[config.mk]
export PLATFORM = sky130hd
export DESIGN_NAME = sstf_disk_scheduler_core
export DESIGN_NICKNAME = d
export VERILOG_FILES = /design/src/rtl/core/sstf_pkg.sv /design/src/rtl/core/sstf_disk_scheduler_core.sv
export VERILOG_INCLUDE_DIRS = /design/src /design/src/rtl/core
export SDC_FILE = /design/constraint.sdc
export NUM_CORES = 1
export LEC_CHECK = 0
export ABC_AREA = 1
export BUFFER_PORTS_ARGS = -buffer_cell sky130_fd_sc_hd__buf_2
export CAP_MARGIN = 20
export CORE_MARGIN = 4
export CORE_UTILIZATION = 40
export CTS_CLUSTER_DIAMETER = 200
export DETAILED_ROUTE_END_ITERATION = 10
export MAX_ROUTING_LAYER = met4
export PLACE_DENSITY_LB_ADDON = 0.12
export SLEW_MARGIN = 20
export SYNTH_ARGS = -nofsm -noshare
export SYNTH_HDL_FRONTEND = slang
export SYNTH_SLANG_ARGS = --single-unit
[constraint.sdc]
create_clock -name clk_i -period 6.2 [get_ports clk_i]
set_input_delay 1.86 -clock clk_i [delete_from_list [all_inputs] [get_ports clk_i]]
set_output_delay 1.86 -clock clk_i [all_outputs]
set_load 0.005 [all_outputs]
[src/rtl/core/sstf_disk_scheduler_core_macros.svh]
// Assertion macros shared by the scheduler RTL.
`ifndef SSTF_DISK_SCHEDULER_CORE_MACROS_SVH
`define SSTF_DISK_SCHEDULER_CORE_MACROS_SVH

`ifndef ASSERT_OFF
// Checked outside reset only.
`define SSTF_ASSERT(lbl, prop) \
  lbl: assert property (@(posedge clk_i) disable iff (!rst_ni) prop) \
    else $error("sstf assertion failed");
// Checked at every edge, reset included.
`define SSTF_ASSERT_ALWAYS(lbl, prop) \
  lbl: assert property (@(posedge clk_i) prop) \
    else $error("sstf assertion failed");
`else
`define SSTF_ASSERT(lbl, prop)
`define SSTF_ASSERT_ALWAYS(lbl, prop)
`endif

`endif

[src/rtl/core/sstf_pkg.sv]
package sstf_pkg;

  localparam int MaxRequests = 64;
  localparam int TrackBits   = 12;
  localparam int IdxBits     = $clog2(MaxRequests);
  localparam int CntBits     = $clog2(MaxRequests + 1);

endpackage

[src/rtl/core/sstf_disk_scheduler_core.sv]
// Shortest-seek-first scheduler. Requests are loaded one item per cycle into a
// single-port track memory (up to MaxRequests; extras are dropped and flagged on
// every result of that list). The item with last_request starts scheduling: the
// first stored request is emitted first, then each further result comes from a
// full scan of the n stored requests through the one memory read port and one
// shared distance compare. Ties go to the lowest index, so a duplicate track
// follows its twin at distance zero. The block takes no input while a list is
// being scheduled; a waiting final result does not hold off loading of the next
// list.
`include "sstf_disk_scheduler_core_macros.svh"

module sstf_disk_scheduler_core (
  input  logic                          clk_i,
  input  logic                          rst_ni,
  input  logic                          in_valid_i,
  output logic                          in_ready_o,
  input  logic [sstf_pkg::TrackBits-1:0] request_track_i,
  input  logic                          last_request_i,
  output logic                          out_valid_o,
  input  logic                          out_ready_i,
  output logic [sstf_pkg::TrackBits-1:0] serviced_track_o,
  output logic                          final_in_run_o,
  output logic                          overflow_seen_o
);
  import sstf_pkg::*;

  typedef enum logic [5:0] {
    ST_LOAD    = 6'b000001,
    ST_FETCH   = 6'b000010,
    ST_CAPTURE = 6'b000100,
    ST_PRESENT = 6'b001000,
    ST_SCAN    = 6'b010000,
    ST_TAIL    = 6'b100000
  } state_e;

  state_e state_q, state_d;

  logic [TrackBits-1:0]   mem_q [MaxRequests];
  logic [TrackBits-1:0]   rd_data_q;
  logic [IdxBits-1:0]     rd_addr;

  logic [MaxRequests-1:0] svc_q;
  logic [CntBits-1:0]     count_q;
  logic [CntBits-1:0]     emit_cnt_q;
  logic                   ovf_q;

  logic [IdxBits-1:0]     scan_idx_q;
  logic [IdxBits-1:0]     cmp_idx_q;
  logic                   cmp_valid_q;
  logic                   found_q;
  logic [IdxBits-1:0]     best_idx_q;
  logic [TrackBits-1:0]   best_track_q;
  logic [TrackBits-1:0]   best_dist_q;
  logic [TrackBits-1:0]   head_track_q;

  logic                   out_valid_q;
  logic [TrackBits-1:0]   out_track_q;
  logic                   out_final_q;
  logic                   out_ovf_q;

  logic                   in_fire;
  logic                   store_ok;
  logic                   out_free;
  logic                   present_fire;
  logic                   final_now;
  logic [IdxBits-1:0]     last_idx;
  logic [TrackBits-1:0]   seek_dist;
  logic                   upd;

  assign in_ready_o   = (state_q == ST_LOAD);
  assign in_fire      = in_valid_i && in_ready_o;
  assign store_ok     = (count_q < CntBits'(MaxRequests));
  assign out_free     = !out_valid_q || out_ready_i;
  assign present_fire = (state_q == ST_PRESENT) && out_free;
  assign final_now    = ((emit_cnt_q + CntBits'(1)) == count_q);
  assign last_idx     = IdxBits'(count_q - CntBits'(1));

  assign rd_addr = (state_q == ST_SCAN) ? scan_idx_q : '0;

  // Track memory: one write port for loading, one registered read port.
  always_ff @(posedge clk_i) begin
    if (in_fire && store_ok) begin
      mem_q[count_q[IdxBits-1:0]] <= request_track_i;
    end
  end

  always_ff @(posedge clk_i) begin
    rd_data_q <= mem_q[rd_addr];
  end

  // Shared distance compare, one stored request per cycle.
  assign seek_dist = (rd_data_q >= head_track_q) ? (rd_data_q - head_track_q)
                                                 : (head_track_q - rd_data_q);
  assign upd  = cmp_valid_q && !svc_q[cmp_idx_q] && (!found_q || (seek_dist < best_dist_q));

  always_comb begin
    state_d = state_q;
    unique case (state_q)
      ST_LOAD: begin
        if (in_fire && last_request_i) state_d = ST_FETCH;
      end
      ST_FETCH:   state_d = ST_CAPTURE;
      ST_CAPTURE: state_d = ST_PRESENT;
      ST_PRESENT: begin
        if (out_free) state_d = final_now ? ST_LOAD : ST_SCAN;
      end
      ST_SCAN: begin
        if (scan_idx_q == last_idx) state_d = ST_TAIL;
      end
      ST_TAIL:    state_d = ST_PRESENT;
      default:    state_d = ST_LOAD;
    endcase
  end

  always_ff @(posedge clk_i or negedge rst_ni) begin
    if (!rst_ni) begin
      state_q     <= ST_LOAD;
      svc_q       <= '0;
      count_q     <= '0;
      emit_cnt_q  <= '0;
      ovf_q       <= 1'b0;
      scan_idx_q  <= '0;
      cmp_valid_q <= 1'b0;
      found_q     <= 1'b0;
      out_valid_q <= 1'b0;
    end else begin
      state_q     <= state_d;
      cmp_valid_q <= (state_q == ST_SCAN);

      if (out_valid_q && out_ready_i && !present_fire) out_valid_q <= 1'b0;

      if (in_fire) begin
        if (store_ok) begin
          count_q <= count_q + CntBits'(1);
        end else begin
          ovf_q <= 1'b1;
        end
      end

      if (state_q == ST_SCAN) begin
        scan_idx_q <= scan_idx_q + IdxBits'(1);
      end
      if (upd) found_q <= 1'b1;

      if (present_fire) begin
        out_valid_q <= 1'b1;
        scan_idx_q  <= '0;
        found_q     <= 1'b0;
        if (final_now) begin
          // Drop the whole list, ready for the next one.
          svc_q      <= '0;
          count_q    <= '0;
          emit_cnt_q <= '0;
          ovf_q      <= 1'b0;
        end else begin
          svc_q[best_idx_q] <= 1'b1;
          emit_cnt_q        <= emit_cnt_q + CntBits'(1);
        end
      end
    end
  end

  always_ff @(posedge clk_i) begin
    if (state_q == ST_CAPTURE) begin
      best_idx_q   <= '0;
      best_track_q <= rd_data_q;
    end
    if (state_q == ST_SCAN) begin
      cmp_idx_q <= scan_idx_q;
    end
    if (upd) begin
      best_idx_q   <= cmp_idx_q;
      best_track_q <= rd_data_q;
      best_dist_q  <= seek_dist;
    end
    if (present_fire) begin
      head_track_q <= best_track_q;
      out_track_q  <= best_track_q;
      out_final_q  <= final_now;
      out_ovf_q    <= ovf_q;
    end
  end

  assign out_valid_o      = out_valid_q;
  assign serviced_track_o = out_track_q;
  assign final_in_run_o   = out_final_q;
  assign overflow_seen_o  = out_ovf_q;

  `SSTF_ASSERT(a_count_bound, count_q <= CntBits'(MaxRequests))
  `SSTF_ASSERT(a_emit_below_count, (state_q != ST_LOAD) |-> (emit_cnt_q < count_q))
  `SSTF_ASSERT(a_scan_needs_two, (state_q == ST_SCAN) |-> (count_q >= CntBits'(2)))
  `SSTF_ASSERT(a_scan_finds, (state_q == ST_PRESENT && $past(state_q == ST_TAIL)) |-> found_q)
  `SSTF_ASSERT(a_final_clears, (present_fire && final_now) |=>
    (state_q == ST_LOAD && count_q == '0 && svc_q == '0))

endmodule
Yosys cells after proc, flatten, opt, wreduce, memory -nomap -nowiden
Memory sizes are Yosys's and may differ from the RTL's. A register that Yosys moved wholly into a read port is not among the register bits.
Cells that the tools add are included.
{ "word_totals": {"register_bits": 144, "ramBits": 768, "input_bits": 17, "output_inout_bits": 16, "word_cells": 95, "n_memories": 1} }
{ "memory_table": {"columns": ["name", "depth", "width", "rd", "rd_clocked_by_memory_dff", "wr", "line", "source"], "rows": [
  ["mem_q", 64, 12, 1, 1, 1, "sstf_disk_scheduler_core.sv:38", "logic [TrackBits-1:0] mem_q [MaxRequests];"]
]} }
{ "classes": {"addsub": 6, "n_lt_le_gt_ge": 6, "eq_ne": 11, "n_mux": 33, "bitwise_logic": 1, "n_reduce_logical": 21} }
{ "op_table": {"columns": ["op", "n"], "rows": [
  ["64-bit two-way mux", 1],
  ["64-bit bitwise OR", 1],
  ["6-bit two-way mux", 8],
  ["12-bit two-way mux", 3],
  ["7-bit two-way mux", 5],
  ["6-bit case mux with 5 select lines", 1],
  ["12-bit subtractor", 2],
  ["7-bit by 1-bit adder with 7-bit output (second input constant)", 2],
  ["6-bit by 7-bit less-than comparator with 1-bit output (second input constant)", 2],
  ["12-bit >= comparator", 1],
  ["12-bit less-than comparator", 1],
  ["1-bit two-way mux", 12],
  ["1-bit logical AND", 9],
  ["2-bit nonzero test", 4],
  ["7-bit == test", 1],
  ["7-bit less-than comparator (second input constant)", 1],
  ["6-bit by 1-bit adder with 6-bit output (second input constant)", 1],
  ["1-bit binary-select mux with 6-bit select", 1],
  ["1-bit demux with 6-bit select", 1],
  ["6-bit by 1-bit == test with 1-bit output (second input constant)", 1],
  ["6-bit by 2-bit == test with 1-bit output (second input constant)", 1],
  ["6-bit by 3-bit == test with 1-bit output (second input constant)", 1],
  ["6-bit by 4-bit == test with 1-bit output (second input constant)", 1],
  ["6-bit by 5-bit == test with 1-bit output (second input constant)", 1],
  ["11 further kinds", 16]
]} }

Longest topological paths before layout
{ "depth": {"ltp_word": 7, "depth_mapped": 23, "ltp_nobuf": 22} }

Worst setup path after synthesis
OpenSTA, ideal clock, no wires.
{ "synth_path": {"path_kind": "input -> register", "start": "in in_valid_i", "end": "mem mem_q[23][0] (enable)", "setup_time_ns": 0.396, "t_arrival_ns": 3.395, "slack_ns": 2.408, "path_stages": 8, "path_buffers": 0, "path_cell_list": "inv_1 -> nor2_2 -> nand2_2 -> inv_2 -> nand2_1 -> nor2_4 -> nand2_1 -> nor3_1"} }
{ "synth_between": {"elab_chain_cells": 4} }
{ "synth_lines": {"columns": ["item", "line", "source"], "rows": [
  ["from (decl)", "sstf_disk_scheduler_core.sv:15", "input logic in_valid_i,"],
  ["1-bit logical AND", "sstf_disk_scheduler_core.sv:71", "assign in_fire = in_valid_i && in_ready_o;"],
  ["1-bit logical AND", "sstf_disk_scheduler_core.sv:82", "if (in_fire && store_ok) begin"],
  ["1-bit two-way mux", "sstf_disk_scheduler_core.sv:82", null],
  ["1-bit two-way mux (not written as such)", "sstf_disk_scheduler_core.sv:83", "mem_q[count_q[IdxBits-1:0]] <= request_track_i;"],
  ["to (decl)", "sstf_disk_scheduler_core.sv:38", null]
]} }
No other way between the ends.

==> flow_summary_export.csv <==
group,metric,value,unit
outcome,outcome,"completed",
floorplan,ioPinCount,33,
pwr,p_per_area,336.7,mW/mm^2
timing,rsz0062_at_grt,"false",
place,hpwlAfterDp,73.91,mm
cts,clock_path_buffers,3,
cts,ctsHoldBuffers,0,
timing,period_share,72.96,%
setup_path,end_kind,"flip-flop",
flow_run,drv_cap,0,
grt,antenna_found_initial,2,
cts,cts_setup_buffers,0,
cts,cts.clk_slew.worst_paths,60,ps
cts,cts_tree,"done",
final_layout,final_cell_mix,"edfxtp_1 (818), nand3_1 (747), nand2_1 (662), inv_1 (643), nor2_1 (293)",
floorplan,die_x,331.2,um
grt,grt_pass1_vias,27300,
setup_path,crit_family,"simple AND/OR/NAND/NOR gates",
final_layout,nets,4107,
setup_path,path_buf_inv,5,
grt,grt_usage,22.70,%
pwr,finalPower,15.69,mW
yosys,yosys_warnings,0,
timing,skew,28.88,ps
final_layout,final_common_cell,"edfxtp_1",
routing,viasPerCell,5.198,
routing,drc_errors,0,
grt,grt_overflow,0,
routing,drt-pass1-iter-count,7,
yosys,syn-num-nets,4134,
cts,ctsResizeCount,0,
yosys,syn_area_per_cell,10.25,sq um
place,gp_congestion,0.8842,
pwr,p_leak,18.62,nW
setup_path,worstSetupStartpointType,"flip-flop",
min_path,hold_path.class,"reg -> reg",
cts,clk_latency,690,ps
timing,fin_tns_setup,0,ps
floorplan,core-area,0.1036,sq mm
timing,finalSetupViolations,0,
routing,drt_iter0_drc,2677,
setup_path,crit_top_cell,"nand2_1",
pwr,max-vdd-ir-drop,0.2199,mV
yosys,syn_inst,4077,
floorplan,fp.dieArea,0.1097,sq mm
yosys,synth.area.top_cells,"edfxtp_1 (59%), nand3_1 (8.9%), nand2_1 (6.0%)",
floorplan,rows,118,
timing,setup_slack,1677,ps
yosys,seq_area_frac_synth,65.01,%
place,portBuffers,32,
setup_path,crit_slowest_cell,"nand2_1",
routing,routedWlPerCell,22.02,um
timing,worst_pin_slew,1077,ps
final_layout,drive_above_1_share,8.728,%
routing,vias,28680,
cts,clock-sinks,924,
yosys,yosys_register_bits,924,
yosys,syn-cell-area,0.04177,sq mm
cts,cts_root_buffer,"clkbuf_16",
timing,slew_headroom,27.92,%
routing,routed_wl,121.5,mm
cts,numCtsBuffers,102,
final_layout,area_growth,11.58,%
setup_path,cp_cell_sequence,"inv_1 > ha_1 > a21oi_1 > inv_1 > a21oi_1 > inv_1 > nand2_1 > nand4_1 > inv_2 > nand2_1 > nand2_1 > inv_1 > ha_1 > a21oi_1 > o21ai_0 > nand2_1 > o2111ai_1 > nand2_1 > nand4_1 > nand2_1",
yosys,synth.top_cell.area_share,58.80,%
cts,htreeDepth,3,
timing,maxSlewViolCount,0,
timing,fin_crit,4523,ps
floorplan,initial_core_util,40.30,%
setup_path,slowest_delay,770,ps
timing,max_clock_freq,221.1,MHz
final_layout,nFillCells,9847,
setup_path,path_max_fanout,18,
yosys,synth_top_area_cell,"edfxtp_1",
place,preCtsSetupSlack,1564,ps
setup_path,critical_path_class,"reg -> reg",
routing,drtAntennaViolNets,0,
grt,grt_max_degree,153,
setup_path,critPathArrivalTime,4810,ps
grt,grt_pass1_wl,179.9,mm
yosys,synth.distinct_cells,38,
timing,hold_viol,0,
setup_path,required,6490,ps
floorplan,die_h,331.2,um
[worst reg2reg max path, stage by stage (launching register included)]
cell,delay [ps]
edfxtp_1,370
inv_1,50
ha_1,390
a21oi_1,180
inv_1,70
a21oi_1,190
inv_1,60
nand2_1,60
nand4_1,420
inv_2,310
nand2_1,70
nand2_1,70
inv_1,60
ha_1,280
a21oi_1,140
o21ai_0,110
nand2_1,70
o2111ai_1,100
nand2_1,90
nand4_1,270
nand2_1,770
[cell families after synthesis]
| logic type | after synthesis | synth area share (%) |
|---|---|---|
| adders and majority gates | 40 | 1.234 |
| xor gates and xnor gates | 35 | 0.7338 |
| buffers and inverters | 875 | 8.309 |
| and+or+nand+nor | 1854 | 19.74 |
| DFF | 924 | 65.01 |
| AOI/OAI and AO/OA | 349 | 4.969 |
[area by class of cell]
class | instances | area [sq um] | area share (%)
clock inverters | 48 | 570.5 | 1.224
flip-flops and latches | 924 | 27160 | 58.28
well taps | 1380 | 1727 | 3.705
repair buffers | 90 | 650.6 | 1.396
multi-input cells | 2278 | 11250 | 24.13
clock buffers | 142 | 2794 | 5.994
diodes | 1 | 2.502 | 0.005369
inverters | 654 | 2455 | 5.267
[synth_stat cells (all sizes together)]
library cell / n
edfxtp: 818
nand3: 748
nand2: 668
inv: 649
nor2: 317
o21ai: 197
buf: 121
clkbuf: 100
dfrtp: 93
or2: 82
o2111ai: 81
a21oi: 60
ha: 38
xor2: 29
nor3: 25
dfxtp: 12
nand4: 12
xnor2: 6
clkinv: 5
a31oi: 4
a211oi: 2
a21o: 2
fa: 2
nor4: 2
a221oi: 1
a31o: 1
dfstp: 1
o31ai: 1
[path summary, 6_finish.rpt]
check	start	to	slack (ps)	depth (start not counted)
worst max register to register	serviced_track_o[5]	best_track_q[8]	1680	20
min in group asynchronous	rst_ni	svc_q[53]	1310	1
max in group asynchronous	rst_ni	svc_q[61]	3950	2
worst min-delay path	best_track_q[7]	serviced_track_o[7]	420	0
worst max-delay path	serviced_track_o[5]	best_track_q[8]	1680	20
worst min register to register	best_track_q[7]	serviced_track_o[7]	420	0
[routing by layer]
metal	vias up	share of wire, %	track usage, %
met5	-	0	-
met4	0	2.6	5.596
met3	180	5.4	3.038
met2	840	46	34.68
met1	14010	46	32.35
li1	13650	-	-
[through the flow]
step	hold slack, ps	std cells	utilization [%]	cell area, sq um
3_3_place_gp	403.0	5323	41.67	43190
5_1_grt	421.5	5517	44.97	46610
4_1_cts	417.9	5513	44.92	46550
2_1_floorplan	400.3	4077	-	41770
3_5_place_dp	405.4	5323	41.67	43190
6_report	418.1	5517	44.97	46610
[flip-flops by register name (all words and copies together) (netlist names), 7 cells and up]
name and count:
best_dist_q 12, best_track_q 12, count_q 7, emit_cnt_q 7, mem_q 768, rd_data_q 12, serviced_track_o 12, svc_q 64
[report_power, final]
group | switching [mW] | internal (mW) | leakage [nW]
logic | 1.53 | 0.568 | 8.40
registers | 0.316 | 7.15 | 8.58
clock network | 2.52 | 3.61 | 1.64
Power figures use the tool's default switching activity.
